<file path="src/fzc_pkg.sv">
package fzc_pkg;

	// zone codes
	localparam logic [3:0] ZONE_NONE   = 4'd0;
	localparam logic [3:0] ZONE_CENTER = 4'd5;

	// band along one axis
	localparam logic [1:0] BAND_LOW  = 2'd0;
	localparam logic [1:0] BAND_MID  = 2'd1;
	localparam logic [1:0] BAND_HIGH = 2'd2;
	localparam logic [1:0] BAND_ON   = 2'd3;

	// register indexes
	localparam logic [1:0] REG_X_THRESHOLD = 2'd0;
	localparam logic [1:0] REG_Y_THRESHOLD = 2'd1;
	localparam logic [1:0] REG_BUZZ_HOLDOFF = 2'd2;

	localparam logic [15:0] HOLDOFF_RESET   = 16'd250;
	localparam logic [31:0] BUZZ_TIME_RESET = 32'hFFFF_FFFF;

	// classified request waiting for the back end
	typedef struct packed {
		logic [3:0]  zone_cand;
		logic [31:0] time_ms;
	} fzc_item_t;

	// strict compare of a reading against +/- threshold
	function automatic logic [1:0] band_of(input logic signed [15:0] v,
			input logic [14:0] t);
		logic signed [16:0] vs;
		logic signed [16:0] tp;
		logic signed [16:0] tn;
		logic [1:0]         b;
		vs = 17'(v);
		tp = $signed({2'b00, t});
		tn = -tp;
		priority if (vs < tn) begin
			b = BAND_LOW;
		end else if (vs > tp) begin
			b = BAND_HIGH;
		end else if (vs > tn && vs < tp) begin
			b = BAND_MID;
		end else begin
			b = BAND_ON;
		end
		return b;
	endfunction

	// zone = 1 + 3*row + col, none when either axis sits on a threshold
	function automatic logic [3:0] zone_of(input logic [1:0] row, input logic [1:0] col);
		logic [3:0] z;
		if (row == BAND_ON || col == BAND_ON) begin
			z = ZONE_NONE;
		end else begin
			z = 4'd1 + 4'd3 * {2'b00, row} + {2'b00, col};
		end
		return z;
	endfunction

endpackage

</file>
<file path="src/fzc_sample_if.sv">
interface fzc_sample_if;
	logic               valid;
	logic               ready;
	logic signed [15:0] force_x;
	logic signed [15:0] force_y;
	logic [31:0]        time_ms;

	modport source(output valid, output force_x, output force_y, output time_ms,
		input ready);
	modport sink(input valid, input force_x, input force_y, input time_ms,
		output ready);
endinterface

</file>
<file path="src/fzc_result_if.sv">
interface fzc_result_if;
	logic       valid;
	logic       ready;
	logic [3:0] zone;
	logic       zone_changed;
	logic       center_left;
	logic       buzz_pulse;

	modport source(output valid, output zone, output zone_changed,
		output center_left, output buzz_pulse, input ready);
	modport sink(input valid, input zone, input zone_changed,
		input center_left, input buzz_pulse, output ready);
endinterface

</file>
<file path="src/force_zone_classifier.sv">
// Force zone classifier: each request on the sample channel carries a signed X,Y load-cell
// reading and a millisecond timestamp and yields exactly one result with the pad zone
// (1-9, back row first, left to right; 0 until a first zone is seen), a zone-changed flag,
// a center-left flag and a buzz pulse. A reading exactly on +/- a threshold keeps the
// previous zone. The buzz fires when the center is left and the wrapping 32-bit time since
// the last buzz exceeds buzz_holdoff_ms. The block takes one sample per clock cycle while
// the queue has room. The sample is classified and written into the queue at the edge that
// takes it. The back end then pops it, updates the zone/buzz state and loads the output
// register, once that register is empty or result.ready is high. The result is presented
// from the output register. The queue of QUEUE_DEPTH entries, together with the output
// register, holds QUEUE_DEPTH + 1 requests while the result side stalls. When the queue
// fills, sample.ready drops. Registers (APB, byte address 4*index): 0 x_threshold
// (15 bits), 1 y_threshold (15 bits), 2 buzz_holdoff_ms (16 bits, reset 250). Write them
// only while no sample is in flight.
module force_zone_classifier #(
	parameter int QUEUE_DEPTH = 2
) (
	input  logic          clk,
	input  logic          arst_n,
	fzc_sample_if.sink    sample,
	fzc_result_if.source  result,
	input  logic          psel,
	input  logic          penable,
	input  logic          pwrite,
	input  logic [3:0]    paddr,
	input  logic [31:0]   pwdata,
	output logic [31:0]   prdata,
	output logic          pready
);
	import fzc_pkg::*;

	// configuration registers
	logic [14:0] x_thr_q;
	logic [14:0] y_thr_q;
	logic [15:0] holdoff_q;
	logic [1:0]  reg_idx;
	logic        cfg_wr;

	// front to queue to back
	logic      push;
	logic      q_full;
	logic      q_not_empty;
	logic      pop;
	fzc_item_t item_in;
	fzc_item_t item_out;

	assign pready  = 1'b1;
	assign reg_idx = paddr[3:2];
	assign cfg_wr  = psel && penable && pwrite;

	always_ff @(posedge clk or negedge arst_n) begin
		if (!arst_n) begin
			x_thr_q   <= '0;
			y_thr_q   <= '0;
			holdoff_q <= HOLDOFF_RESET;
		end else if (cfg_wr) begin
			unique case (reg_idx)
				REG_X_THRESHOLD: begin
					x_thr_q <= pwdata[14:0];
				end
				REG_Y_THRESHOLD: begin
					y_thr_q <= pwdata[14:0];
				end
				REG_BUZZ_HOLDOFF: begin
					holdoff_q <= pwdata[15:0];
				end
				default: begin
					// unmapped index, write dropped
				end
			endcase
		end
	end

	// register readback
	always_comb begin
		unique case (reg_idx)
			REG_X_THRESHOLD:  prdata = {17'b0, x_thr_q};
			REG_Y_THRESHOLD:  prdata = {17'b0, y_thr_q};
			REG_BUZZ_HOLDOFF: prdata = {16'b0, holdoff_q};
			default:          prdata = '0;
		endcase
	end

	// front: sort the reading into a candidate zone
	fzc_front u_front (
		.sample      (sample),
		.x_threshold (x_thr_q),
		.y_threshold (y_thr_q),
		.q_full      (q_full),
		.push        (push),
		.item        (item_in)
	);

	// short queue decoupling the two sides
	fzc_queue #(
		.DEPTH (QUEUE_DEPTH)
	) u_queue (
		.clk       (clk),
		.arst_n    (arst_n),
		.push      (push),
		.item_in   (item_in),
		.full      (q_full),
		.pop       (pop),
		.not_empty (q_not_empty),
		.item_out  (item_out)
	);

	// back: held zone, buzz timing and output register
	fzc_back u_back (
		.clk             (clk),
		.arst_n          (arst_n),
		.buzz_holdoff_ms (holdoff_q),
		.not_empty       (q_not_empty),
		.item            (item_out),
		.pop             (pop),
		.result          (result)
	);

endmodule

</file>
<file path="src/fzc_front.sv">
module fzc_front (
	fzc_sample_if.sink            sample,
	input  logic [14:0]           x_threshold,
	input  logic [14:0]           y_threshold,
	input  logic                  q_full,
	output logic                  push,
	output fzc_pkg::fzc_item_t    item
);
	import fzc_pkg::*;

	logic [1:0] col;
	logic [1:0] row;

	assign col = band_of(sample.force_x, x_threshold);
	assign row = band_of(sample.force_y, y_threshold);

	assign sample.ready   = !q_full;
	assign push           = sample.valid && !q_full;
	assign item.zone_cand = zone_of(row, col);
	assign item.time_ms   = sample.time_ms;

endmodule

</file>
<file path="src/fzc_queue.sv">
module fzc_queue #(
	parameter int DEPTH = 2
) (
	input  logic               clk,
	input  logic               arst_n,
	input  logic               push,
	input  fzc_pkg::fzc_item_t item_in,
	output logic               full,
	input  logic               pop,
	output logic               not_empty,
	output fzc_pkg::fzc_item_t item_out
);
	import fzc_pkg::*;

	localparam int IW = $clog2(DEPTH);
	localparam int CW = $clog2(DEPTH + 1);

	fzc_item_t       entries_q [DEPTH];
	logic [IW-1:0]   wr_q;
	logic [IW-1:0]   rd_q;
	logic [CW-1:0]   count_q;

	assign full      = (count_q == CW'(DEPTH));
	assign not_empty = (count_q != '0);
	assign item_out  = entries_q[rd_q];

	always_ff @(posedge clk) begin
		if (push) begin
			entries_q[wr_q] <= item_in;
		end
	end

	always_ff @(posedge clk or negedge arst_n) begin
		if (!arst_n) begin
			wr_q    <= '0;
			rd_q    <= '0;
			count_q <= '0;
		end else begin
			if (push) begin
				wr_q <= (wr_q == IW'(DEPTH - 1)) ? '0 : wr_q + 1'b1;
			end
			if (pop) begin
				rd_q <= (rd_q == IW'(DEPTH - 1)) ? '0 : rd_q + 1'b1;
			end
			if (push && !pop) begin
				count_q <= count_q + 1'b1;
			end else if (pop && !push) begin
				count_q <= count_q - 1'b1;
			end
		end
	end

	no_overflow: assert property (@(posedge clk) disable iff (!arst_n)
		full |-> !push) else $error("queue written while full");
	no_underflow: assert property (@(posedge clk) disable iff (!arst_n)
		pop |-> not_empty) else $error("queue read while empty");

endmodule

</file>
<file path="src/fzc_back.sv">
module fzc_back (
	input  logic               clk,
	input  logic               arst_n,
	input  logic [15:0]        buzz_holdoff_ms,
	input  logic               not_empty,
	input  fzc_pkg::fzc_item_t item,
	output logic               pop,
	fzc_result_if.source       result
);
	import fzc_pkg::*;

	logic [3:0]  held_zone_q;
	logic [31:0] last_buzz_q;
	logic        out_valid_q;
	logic [3:0]  zone_q;
	logic        changed_q;
	logic        cleft_q;
	logic        buzz_q;

	logic [3:0]  zone_new;
	logic        changed;
	logic        cleft;
	logic [31:0] elapsed;
	logic        buzz;

	assign pop = not_empty && (!out_valid_q || result.ready);

	// hold the last zone when the sample sits on a threshold
	assign zone_new = (item.zone_cand != ZONE_NONE) ? item.zone_cand : held_zone_q;
	assign changed  = (zone_new != held_zone_q);
	assign cleft    = changed && (held_zone_q == ZONE_CENTER);
	// wrapping difference
	assign elapsed  = item.time_ms - last_buzz_q;
	assign buzz     = cleft && (elapsed > {16'b0, buzz_holdoff_ms});

	always_ff @(posedge clk or negedge arst_n) begin
		if (!arst_n) begin
			held_zone_q <= ZONE_NONE;
			last_buzz_q <= BUZZ_TIME_RESET;
			out_valid_q <= 1'b0;
		end else begin
			if (pop) begin
				held_zone_q <= zone_new;
				out_valid_q <= 1'b1;
				if (buzz) begin
					last_buzz_q <= item.time_ms;
				end
			end else if (result.ready) begin
				out_valid_q <= 1'b0;
			end
		end
	end

	always_ff @(posedge clk) begin
		if (pop) begin
			zone_q    <= zone_new;
			changed_q <= changed;
			cleft_q   <= cleft;
			buzz_q    <= buzz;
		end
	end

	assign result.valid        = out_valid_q;
	assign result.zone         = zone_q;
	assign result.zone_changed = changed_q;
	assign result.center_left  = cleft_q;
	assign result.buzz_pulse   = buzz_q;

	buzz_needs_cleft: assert property (@(posedge clk) disable iff (!arst_n)
		out_valid_q && buzz_q |-> cleft_q) else $error("buzz without center leave");
	cleft_needs_change: assert property (@(posedge clk) disable iff (!arst_n)
		out_valid_q && cleft_q |-> changed_q) else $error("center leave without change");
	held_tracks_output: assert property (@(posedge clk) disable iff (!arst_n)
		pop |=> held_zone_q == zone_q) else $error("held zone differs from result");
	buzz_stamps_time: assert property (@(posedge clk) disable iff (!arst_n)
		pop && buzz |=> last_buzz_q == $past(item.time_ms))
		else $error("buzz time not recorded");

endmodule

</file>
<file path="src/flat_wrapper.sv">
// flat-port wrapper written by rule: the top's interface ports become plain ports
module force_zone_classifier_flat import fzc_pkg::*;
#(
	parameter int QUEUE_DEPTH = 2
)
  (clk, arst_n, psel, penable, pwrite, paddr, pwdata, prdata, pready, sample_valid, sample_force_x, sample_force_y, sample_time_ms, sample_ready, result_valid, result_zone, result_zone_changed, result_center_left, result_buzz_pulse, result_ready);
  fzc_sample_if sample_i ();
  fzc_result_if result_i ();
  input  logic clk;
  input  logic arst_n;
  input  logic psel;
  input  logic penable;
  input  logic pwrite;
  input  logic [3:0] paddr;
  input  logic [31:0] pwdata;
  output logic [31:0] prdata;
  output logic pready;
  input wire logic [$bits(sample_i.valid)-1:0] sample_valid;
  input wire logic [$bits(sample_i.force_x)-1:0] sample_force_x;
  input wire logic [$bits(sample_i.force_y)-1:0] sample_force_y;
  input wire logic [$bits(sample_i.time_ms)-1:0] sample_time_ms;
  output wire logic [$bits(sample_i.ready)-1:0] sample_ready;
  output wire logic [$bits(result_i.valid)-1:0] result_valid;
  output wire logic [$bits(result_i.zone)-1:0] result_zone;
  output wire logic [$bits(result_i.zone_changed)-1:0] result_zone_changed;
  output wire logic [$bits(result_i.center_left)-1:0] result_center_left;
  output wire logic [$bits(result_i.buzz_pulse)-1:0] result_buzz_pulse;
  input wire logic [$bits(result_i.ready)-1:0] result_ready;
  assign sample_i.valid = sample_valid;
  assign sample_i.force_x = sample_force_x;
  assign sample_i.force_y = sample_force_y;
  assign sample_i.time_ms = sample_time_ms;
  assign sample_ready = sample_i.ready;
  assign result_valid = result_i.valid;
  assign result_zone = result_i.zone;
  assign result_zone_changed = result_i.zone_changed;
  assign result_center_left = result_i.center_left;
  assign result_buzz_pulse = result_i.buzz_pulse;
  assign result_i.ready = result_ready;
  force_zone_classifier #(.QUEUE_DEPTH(QUEUE_DEPTH)) u_core (.clk(clk), .arst_n(arst_n), .sample(sample_i), .result(result_i), .psel(psel), .penable(penable), .pwrite(pwrite), .paddr(paddr), .pwdata(pwdata), .prdata(prdata), .pready(pready));
endmodule
</file>
<file path="config.mk">
export PLATFORM = sky130hd
export DESIGN_NAME = force_zone_classifier_flat
export DESIGN_NICKNAME = d
export VERILOG_FILES = /design/src/fzc_pkg.sv /design/src/fzc_sample_if.sv /design/src/fzc_result_if.sv /design/src/force_zone_classifier.sv /design/src/fzc_front.sv /design/src/fzc_queue.sv /design/src/fzc_back.sv /design/src/flat_wrapper.sv
export SDC_FILE = /design/constraint.sdc
export NUM_CORES = 1
export LEC_CHECK = 0
export ABC_AREA = 1
export ABC_CLOCK_PERIOD_IN_PS = 4000
export BUFFER_PORTS_ARGS = -buffer_cell sky130_fd_sc_hd__clkbuf_2
export CORE_UTILIZATION = 50
export DETAILED_ROUTE_END_ITERATION = 8
export PLACE_DENSITY = 0.69
export RECOVER_POWER = 50
export SLEW_MARGIN = 20
export SYNTH_ARGS = -nofsm -noshare
export SYNTH_HDL_FRONTEND = slang
export SYNTH_HIERARCHICAL = 1
export SYNTH_SLANG_ARGS = --single-unit
</file>
<file path="constraint.sdc">
create_clock -name clk -period 4 [get_ports clk]
set_input_delay 0.2 -clock clk [delete_from_list [all_inputs] [get_ports clk]]
set_output_delay 0.2 -clock clk [all_outputs]
set_load 0.05 [all_outputs]
</file>
==> out/summary.txt, run 1 <==
FMAX - 0.2336 GHz
Vias in the first global route - 10,670
EDFF count, synth - 79
Number of fill cells - 2,074
Die width - 162.2 um
Cells after Synth - 1,678
Post-DRT Antenna Nets - 0
Clk network pwr share - 12.4%
Drt total wl - 33.93 mm
Fin nets - 2,141
Largest net degree at the start of global routing - 56
Sequential power share - 21.8%
Longest Clk Path Bufs - 2
Slew margin rel. - -111.1%
Core region area - 0.02518 mm2
P&R area growth vs syn - 25.16%
RSZ-0062 raised after global routing - true
Synth cell types - 49
Worst Reg2Reg Path Length in Cells - 23
CTS tree - built
R2r startpoint - u_core/y_thr_q[1]$_DFFE_PN0P_
Final hold viol count - 0
Net Sw Frac - 47.14%
Worst setup path class - flip-flop to flip-flop
Share of layout cells above drive strength 1 - 27.02%
Starting density of the core - 50.94%
Top cells by area, synth - edfxtp_1, nand2_1, ha_1, dfrtp_1, inv_1
Std cell rows - 58
Clock slew at reported path FFs - 80 ps
R2R Setup Slk - -280 ps
Final setup margin - -281.6 ps
Crit path from - u_core/y_thr_q[1]$_DFFE_PN0P_
Peak supply drop - 0.0006753 V
Clock sink count - 166
Global route total overflow - 0
Worst Path Max Fanout - 3
Vert. Die Dim - 162.2 um
Area of the multi-input gates - 0.007388 mm2
P_leak - 8.278 nW
1st-iter DRT viols - 915
Drt wl/cell - 15.03 um
Crit path capture type - flip-flop
Hold Crit Class - input port to flip-flop
Initial antenna violation count - 0
Total placed cells including tap cells - 2,159
Startpoint class of the critical path - flip-flop
Combinational power share - 65.8%
Netlist Area Pre-Place - 0.01283 mm2
Placer congestion estimate - 0.9300
Failing checks - max-capacitance violations, max-slew violations, negative setup slack
Via count - 11,420
Synth Flop Type - edfxtp_1
Clock Skew - 15.90 ps
Post-synthesis area per instance - 7.644 um2
DRC viols - 0
Full die area - 0.02630 mm2
Yosys top cell area share - 18.49%
Commonest cells post-synth - nand2_1, inv_1, ha_1, nor2_1, edfxtp_1
Slew @ Worst Pin - 3167 ps
Async S/R FF share, synth - 52.41%
Max H-tree Level - 4
CTS Root Cell - clkbuf_16
Fin cells - 2,258
Sequential cell area - 0.004599 mm2
Pwr dens - 802.1 mW/mm2
Cell with the most instances after synthesis - nand2_1
Final worst-path cycle share - 107.0%
Router iterations before antenna repair - 6
Max Slew Vio Count - 56
Sequential area share after synthesis - 35.84%
Post-layout min period - 4282 ps
Final setup vio count - 6
Yosys warns - 6
CTS Buf Count - 17
First-pass GRT wire length - 51.97 mm
WP data arrival - 4450 ps
Dpl hpwl - 24.88 mm
Crit path capture - u_core/u_queue/entries_q[1][33]$_DFFE_PP_
Vias per inst - 5.055
Outcome - finished, violations left
# Max-Cap Violations - 1
Synth area leader - edfxtp_1
P_sw - 6.071 mW
GRT Util Overall - 25.05%
Antenna cells - 0
Top-Level Pins - 149
Skew-Pair Late Insertion Delay - 430 ps
Placement Setup Slack - -231.7 ps
Port Buffers - 113
Worst Path Required - 4170 ps
Yosys reg bits - 166
R2r endpoint - u_core/u_queue/entries_q[1][33]$_DFFE_PP_
Internal - 6.806 mW
[worst min path at each step]
| stage | from | endpoint | slack [ps] | cells past startpoint |
|---|---|---|---|---|
| after floorplan | arst_n | u_core/holdoff_q[0]$_DFFE_PN0P_ | -100 | 0 |
| after global placement | arst_n | u_core/y_thr_q[2]$_DFFE_PN0P_ | 320 | 1 |
| after detailed placement | arst_n | u_core/y_thr_q[1]$_DFFE_PN0P_ | 320 | 1 |
| after CTS | pwdata[8] | u_core/y_thr_q[8]$_DFFE_PN0P_ | 1 | 3 |
| after global routing | pwdata[4] | u_core/holdoff_q[4]$_DFFE_PN1P_ | 10 | 3 |
| final | pwdata[8] | u_core/y_thr_q[8]$_DFFE_PN0P_ | 20 | 3 |
[area by class of cell]
type | count | area share, %
clock buffer | 17 | 2.650
clock inverter | 15 | 0.9820
inverter | 283 | 6.632
multi-input combinational | 1168 | 46.02
sequential | 166 | 28.65
tap | 330 | 2.572
timing repair buffer | 279 | 12.49
[worst max-delay path: stages, from the launching register on]
cell and delay (ps):
dfrtp_1 390, inv_2 80, ha_4 150, nand2_4 60, nor4_4 320, nand2_2 100, buf_4 140, o31ai_1 180
nand2_1 80, ha_1 290, nand2_1 70, inv_1 30, o21ai_0 230, a21oi_2 90, nor2_2 130, buf_4 110
nand4_1 90, nand2_2 150, inv_4 70, nand2_4 70, fa_2 480, buf_6 140, fa_2 500, nor2_1 50
[metal layers]
metal | vias to the layer above | global-route usage [%] | share of wire (%)
li1 | 5710 | - | -
met4 | 0 | 6.690 | 1.8
met3 | 43 | 3.422 | 5.4
met1 | 5299 | 35.79 | 47
met5 | - | 0 | 0
met2 | 363 | 39.74 | 46
[flip-flops by register name, indices dropped and copies added, names as in the netlist]
| name | flops |
|---|---|
| u_core/holdoff_q | 16 |
| u_core/u_back/result.buzz_pulse | 1 |
| u_core/u_queue/rd_q | 1 |
| u_core/x_thr_q | 15 |
| u_core/u_queue/wr_q | 1 |
| u_core/y_thr_q | 15 |
| u_core/u_back/result.zone | 4 |
| u_core/u_queue/count_q | 2 |
| u_core/u_back/result.valid | 1 |
| u_core/u_back/result.center_left | 1 |
| u_core/u_back/result.zone_changed | 1 |
| u_core/u_back/last_buzz_q | 32 |
| u_core/u_back/held_zone_q | 4 |
| u_core/u_queue/entries_q | 72 |
[per-stage QoR]
stage / instance area, um2 / hold slack [ps] / utilization [%] / power, mW / TNS, ps
floorplan: 12880 / -95.59 / - / 7.718 / 0
global placement: 14080 / 315.5 / 55.93 / 9.807 / -359.4
detailed placement: 14080 / 315.7 / 55.93 / 9.961 / -846.7
CTS: 15230 / 1.391 / 60.48 / 11.76 / -244.8
global route: 16050 / 12.29 / 63.75 / 13.96 / -9524
finish: 16050 / 15.93 / 63.75 / 12.88 / -1607
[logic make-up (layout without fill, tap and decap cells)]
group,Yosys count,count (layout),synth area share [%]
and+or+nand+nor,873,873,29.32
buffers and inverters,359,594,12.81
DFF,166,166,35.84
adders and majority gates,119,119,11.78
AOI/OAI and AO/OA,81,81,3.317
xor gates and xnor gates,42,42,2.868
muxes,36,36,4.009
other,2,17,0.05855
[placed cells by master, fill, tap and decap left out, types with 20 or more instances in the layout]
master	instances
edfxtp_1	79
xor2_1	35
nand3_1	58
nand2_2	66
ha_1	99
buf_4	117
dfstp_2	38
nor2_1	84
dlygate4sd3_1	36
nand2_1	524
mux2_4	29
clkbuf_16	21
nand4_1	51
clkbuf_1	24
dfrtp_1	47
inv_1	263
nand2_4	29
a21oi_1	44
o21ai_0	20
clkbuf_2	89
[what timing repair did]
action / in CTS / in global routing
pin swaps: 19 / 58
gates resized for setup: 29 / 176
gates cloned: 0 / 5
buffers inserted: 12 / 15
endpoints found under the hold margin: 86 / 0
setup endpoints to repair: 7 / 39
hold buffers: 36 / 0
[power groups by stage]
stage | clock network, mW | registers [mW] | logic, mW
floorplan | 0 | 2.82 | 4.90
finish | 1.60 | 2.81 | 8.47
global placement | 0 | 2.74 | 7.07
global route | 1.69 | 2.86 | 9.41
detailed placement | 0 | 2.75 | 7.21
CTS | 1.62 | 2.73 | 7.41
Power figures use the tool's default switching activity.
==> inputs of run 2 (changes only) <==
--- a/config.mk
+++ b/config.mk
@@ -8,6 +8,7 @@
 export ABC_AREA = 1
 export ABC_CLOCK_PERIOD_IN_PS = 4000
 export BUFFER_PORTS_ARGS = -buffer_cell sky130_fd_sc_hd__clkbuf_2
+export CORE_MARGIN = 4
 export CORE_UTILIZATION = 50
 export DETAILED_ROUTE_END_ITERATION = 8
 export PLACE_DENSITY = 0.69
==> constraint.sdc (replaced) <==
create_clock -name clk -period 4 [get_ports clk]
set_input_delay 0.8 -clock clk [delete_from_list [all_inputs] [get_ports clk]]
set_output_delay 0.8 -clock clk [all_outputs]
set_load 0.05 [all_outputs]
==> run 2 against run 1 <==
Compared with the run above: final area is 2.9% lower; cell count decreased by 1.7%; count of clock-buffer cells in the layout stayed put; critical endpoint unchanged; hold slack better by 450 ps; sequential power barely moved; via count is 0.28% lower; die area rose by 7.5%; the flow still finishes with violations (max-capacitance violations, max-slew violations, negative setup slack); clock power rose by 6%; wire length fell by 0.55%; first-iteration DRC count is 11% lower; critical path type unchanged; flip-flop and latch count unchanged.
==> out/summary.txt, run 2 (synthesis gave the netlist of run 1 again) <==
Outcome - finished, violations left
Failing checks - max-capacitance violations, max-slew violations, negative setup slack
DRC viols - 0
Final setup vio count - 39
Clock sink count - 166
P&R area growth vs syn - 21.58%
Post-CTS Hold Fix Bufs - 0
Antenna cells - 0
Net Sw Frac - 46.98%
Router iterations before antenna repair - 6
Drt total wl - 33.74 mm
Sequential power share - 22.1%
Final core occ - 61.93%
Vias in the first global route - 10,510
GRT Util Overall - 22.61%
Largest net degree at the start of global routing - 74
Most frequent cells in the layout - nand2_1, inv_1, buf_4
Vias per inst - 5.127
Drt wl/cell - 15.20 um
Post-layout min period - 4243 ps
Die width - 168.2 um
Max H-tree Level - 4
Area of the multi-input gates - 0.007303 mm2
FMAX - 0.2357 GHz
Worst setup path class - flip-flop to flip-flop
Placer congestion estimate - 0.9295
P_sw - 5.995 mW
Worst Path Required - 4180 ps
CTS Root Cell - clkbuf_16
Share of layout cells above drive strength 1 - 26.35%
Starting density of the core - 50.94%
Clock Skew - 19.78 ps
Slew margin rel. - -4.333%
Peak supply drop - 0.0007077 V
Combinational power share - 64.7%
Core region area - 0.02518 mm2
WHS - 461.5 ps
Biggest regs - u_core/u_queue/entries_q: 72 flops, u_core/u_back/last_buzz_q: 32 flops, u_core/holdoff_q: 16 flops
CTS Buf Count - 17
Number of fill cells - 2,152
1st-iter DRT viols - 810
RSZ-0062 raised after global routing - true
Max Slew Vio Count - 28
Port Buffers - 113
Hold Crit Class - flip-flop to flip-flop
Clock slew at reported path FFs - 80 ps
CTS tree - built
Clk network pwr share - 13.2%
Final worst-path cycle share - 106.1%
Pwr dens - 818.3 mW/mm2
# Max-Cap Violations - 1
Worst Path Max Fanout - 3
Internal - 6.767 mW
Commonest non-fill, non-tap cell in the layout - nand2_1
Startpoint class of the critical path - flip-flop
P_leak - 8.091 nW
Top-Level Pins - 149
Longest Clk Path Bufs - 2
Skew-Pair Late Insertion Delay - 430 ps
Dpl hpwl - 24.99 mm
Full die area - 0.02828 mm2
First-pass GRT wire length - 52.22 mm
Vert. Die Dim - 168.2 um
Final hold viol count - 0
Std cell rows - 58
Sequential cell area - 0.004598 mm2
WP data arrival - 4420 ps
Most flop-heavy register - u_core/u_queue/entries_q
Post-DRT Antenna Nets - 0
Placement Setup Slack - -321.1 ps
Via count - 11,380
Final setup margin - -243.2 ps
Fin nets - 2,103
Crit path capture type - flip-flop
Max reg flops - 72
Initial antenna violation count - 0
Global route total overflow - 0
Slew @ Worst Pin - 1565 ps
[run 2: cell count changes in the layout (fill, tap and decap cells not counted), moves of 3 or more]
cell	change
dlygate4sd3_1	-36
clkbuf_1	+6
nand2_1	+6
nand3_1	+4
clkbuf_2	-3
nand2_2	-3
nand2_4	-3
[run 2: routing by layer]
layer	part of all wire [%]	GRT usage (%)	routed length [um]
met3	5.5	2.841	1851
met2	47	36.46	16010
met1	46	32.74	15380
met4	1.5	5.187	493
met5	0	0	0
[run 2: final cells by class]
cell class / instances / share of cell area [%]
well taps: 330 / 2.648
inverters: 283 / 6.812
clock inverters: 15 / 1.268
repair buffers: 241 / 10.23
clock buffers: 17 / 2.728
multi-input cells: 1168 / 46.83
flip-flops and latches: 166 / 29.48
[run 2: worst paths after layout]
path                                                                 from                                         to  cells past startpoint  slack, ps
worst max-delay path                        u_core/y_thr_q[1]$_DFFE_PN0P_  u_core/u_queue/entries_q[1][33]$_DFFE_PP_                     23       -240
worst min-delay path            u_core/u_back/last_buzz_q[23]$_DFFE_PN1P_  u_core/u_back/last_buzz_q[23]$_DFFE_PN1P_                      2        460
worst max register to register              u_core/y_thr_q[1]$_DFFE_PN0P_  u_core/u_queue/entries_q[1][33]$_DFFE_PP_                     23       -240
worst min register to register  u_core/u_back/last_buzz_q[23]$_DFFE_PN1P_  u_core/u_back/last_buzz_q[23]$_DFFE_PN1P_                      2        460
max in group asynchronous                                          arst_n   u_core/u_back/last_buzz_q[9]$_DFFE_PN1P_                      3       1020
min in group asynchronous                                          arst_n              u_core/y_thr_q[6]$_DFFE_PN0P_                      1        760
[run 2: timing repair]
item / CTS / global route
resized for setup: 23 / 149
endpoints found under the setup margin: 39 / 41
gates cloned: 0 / 3
pin swaps: 20 / 56
setup buffers: 6 / 17
[run 2: worst max-delay path, cell delays in order (launching register included)]
cell and delay, ps:
dfrtp_1 400, inv_2 90, ha_4 140, nand2_4 50, nor4_4 240, nand2_2 110, buf_4 150, o31ai_2 160
nand2_1 70, ha_1 290, nand2_1 70, inv_1 40, o21ai_0 170, a21oi_1 110, nor2_2 140, nand3_1 90
nand2_1 90, nand2_2 110, inv_2 100, nand2_2 70, fa_1 520, buf_4 160, fa_2 560, nor2_2 40
[run 2: power groups by stage]
stage,registers (mW),clock network (mW),logic [mW]
after global placement,2.74,0,7.06
after floorplan,2.82,0,4.90
after detailed placement,2.76,0,7.20
final,2.82,1.69,8.25
after CTS,2.74,1.72,7.41
after global routing,2.87,1.81,9.19
[run 2: stage by stage]
stage	cells	setup TNS [ps]	power [mW]	area, um2
floorplan	1693	0	7.718	12880
CTS	2199	-1370	11.87	14910
global route	2220	-9885	13.88	15600
global placement	2161	-930.8	9.801	14110
finish	2220	-2742	12.76	15600
detailed placement	2161	-2713	9.958	14110
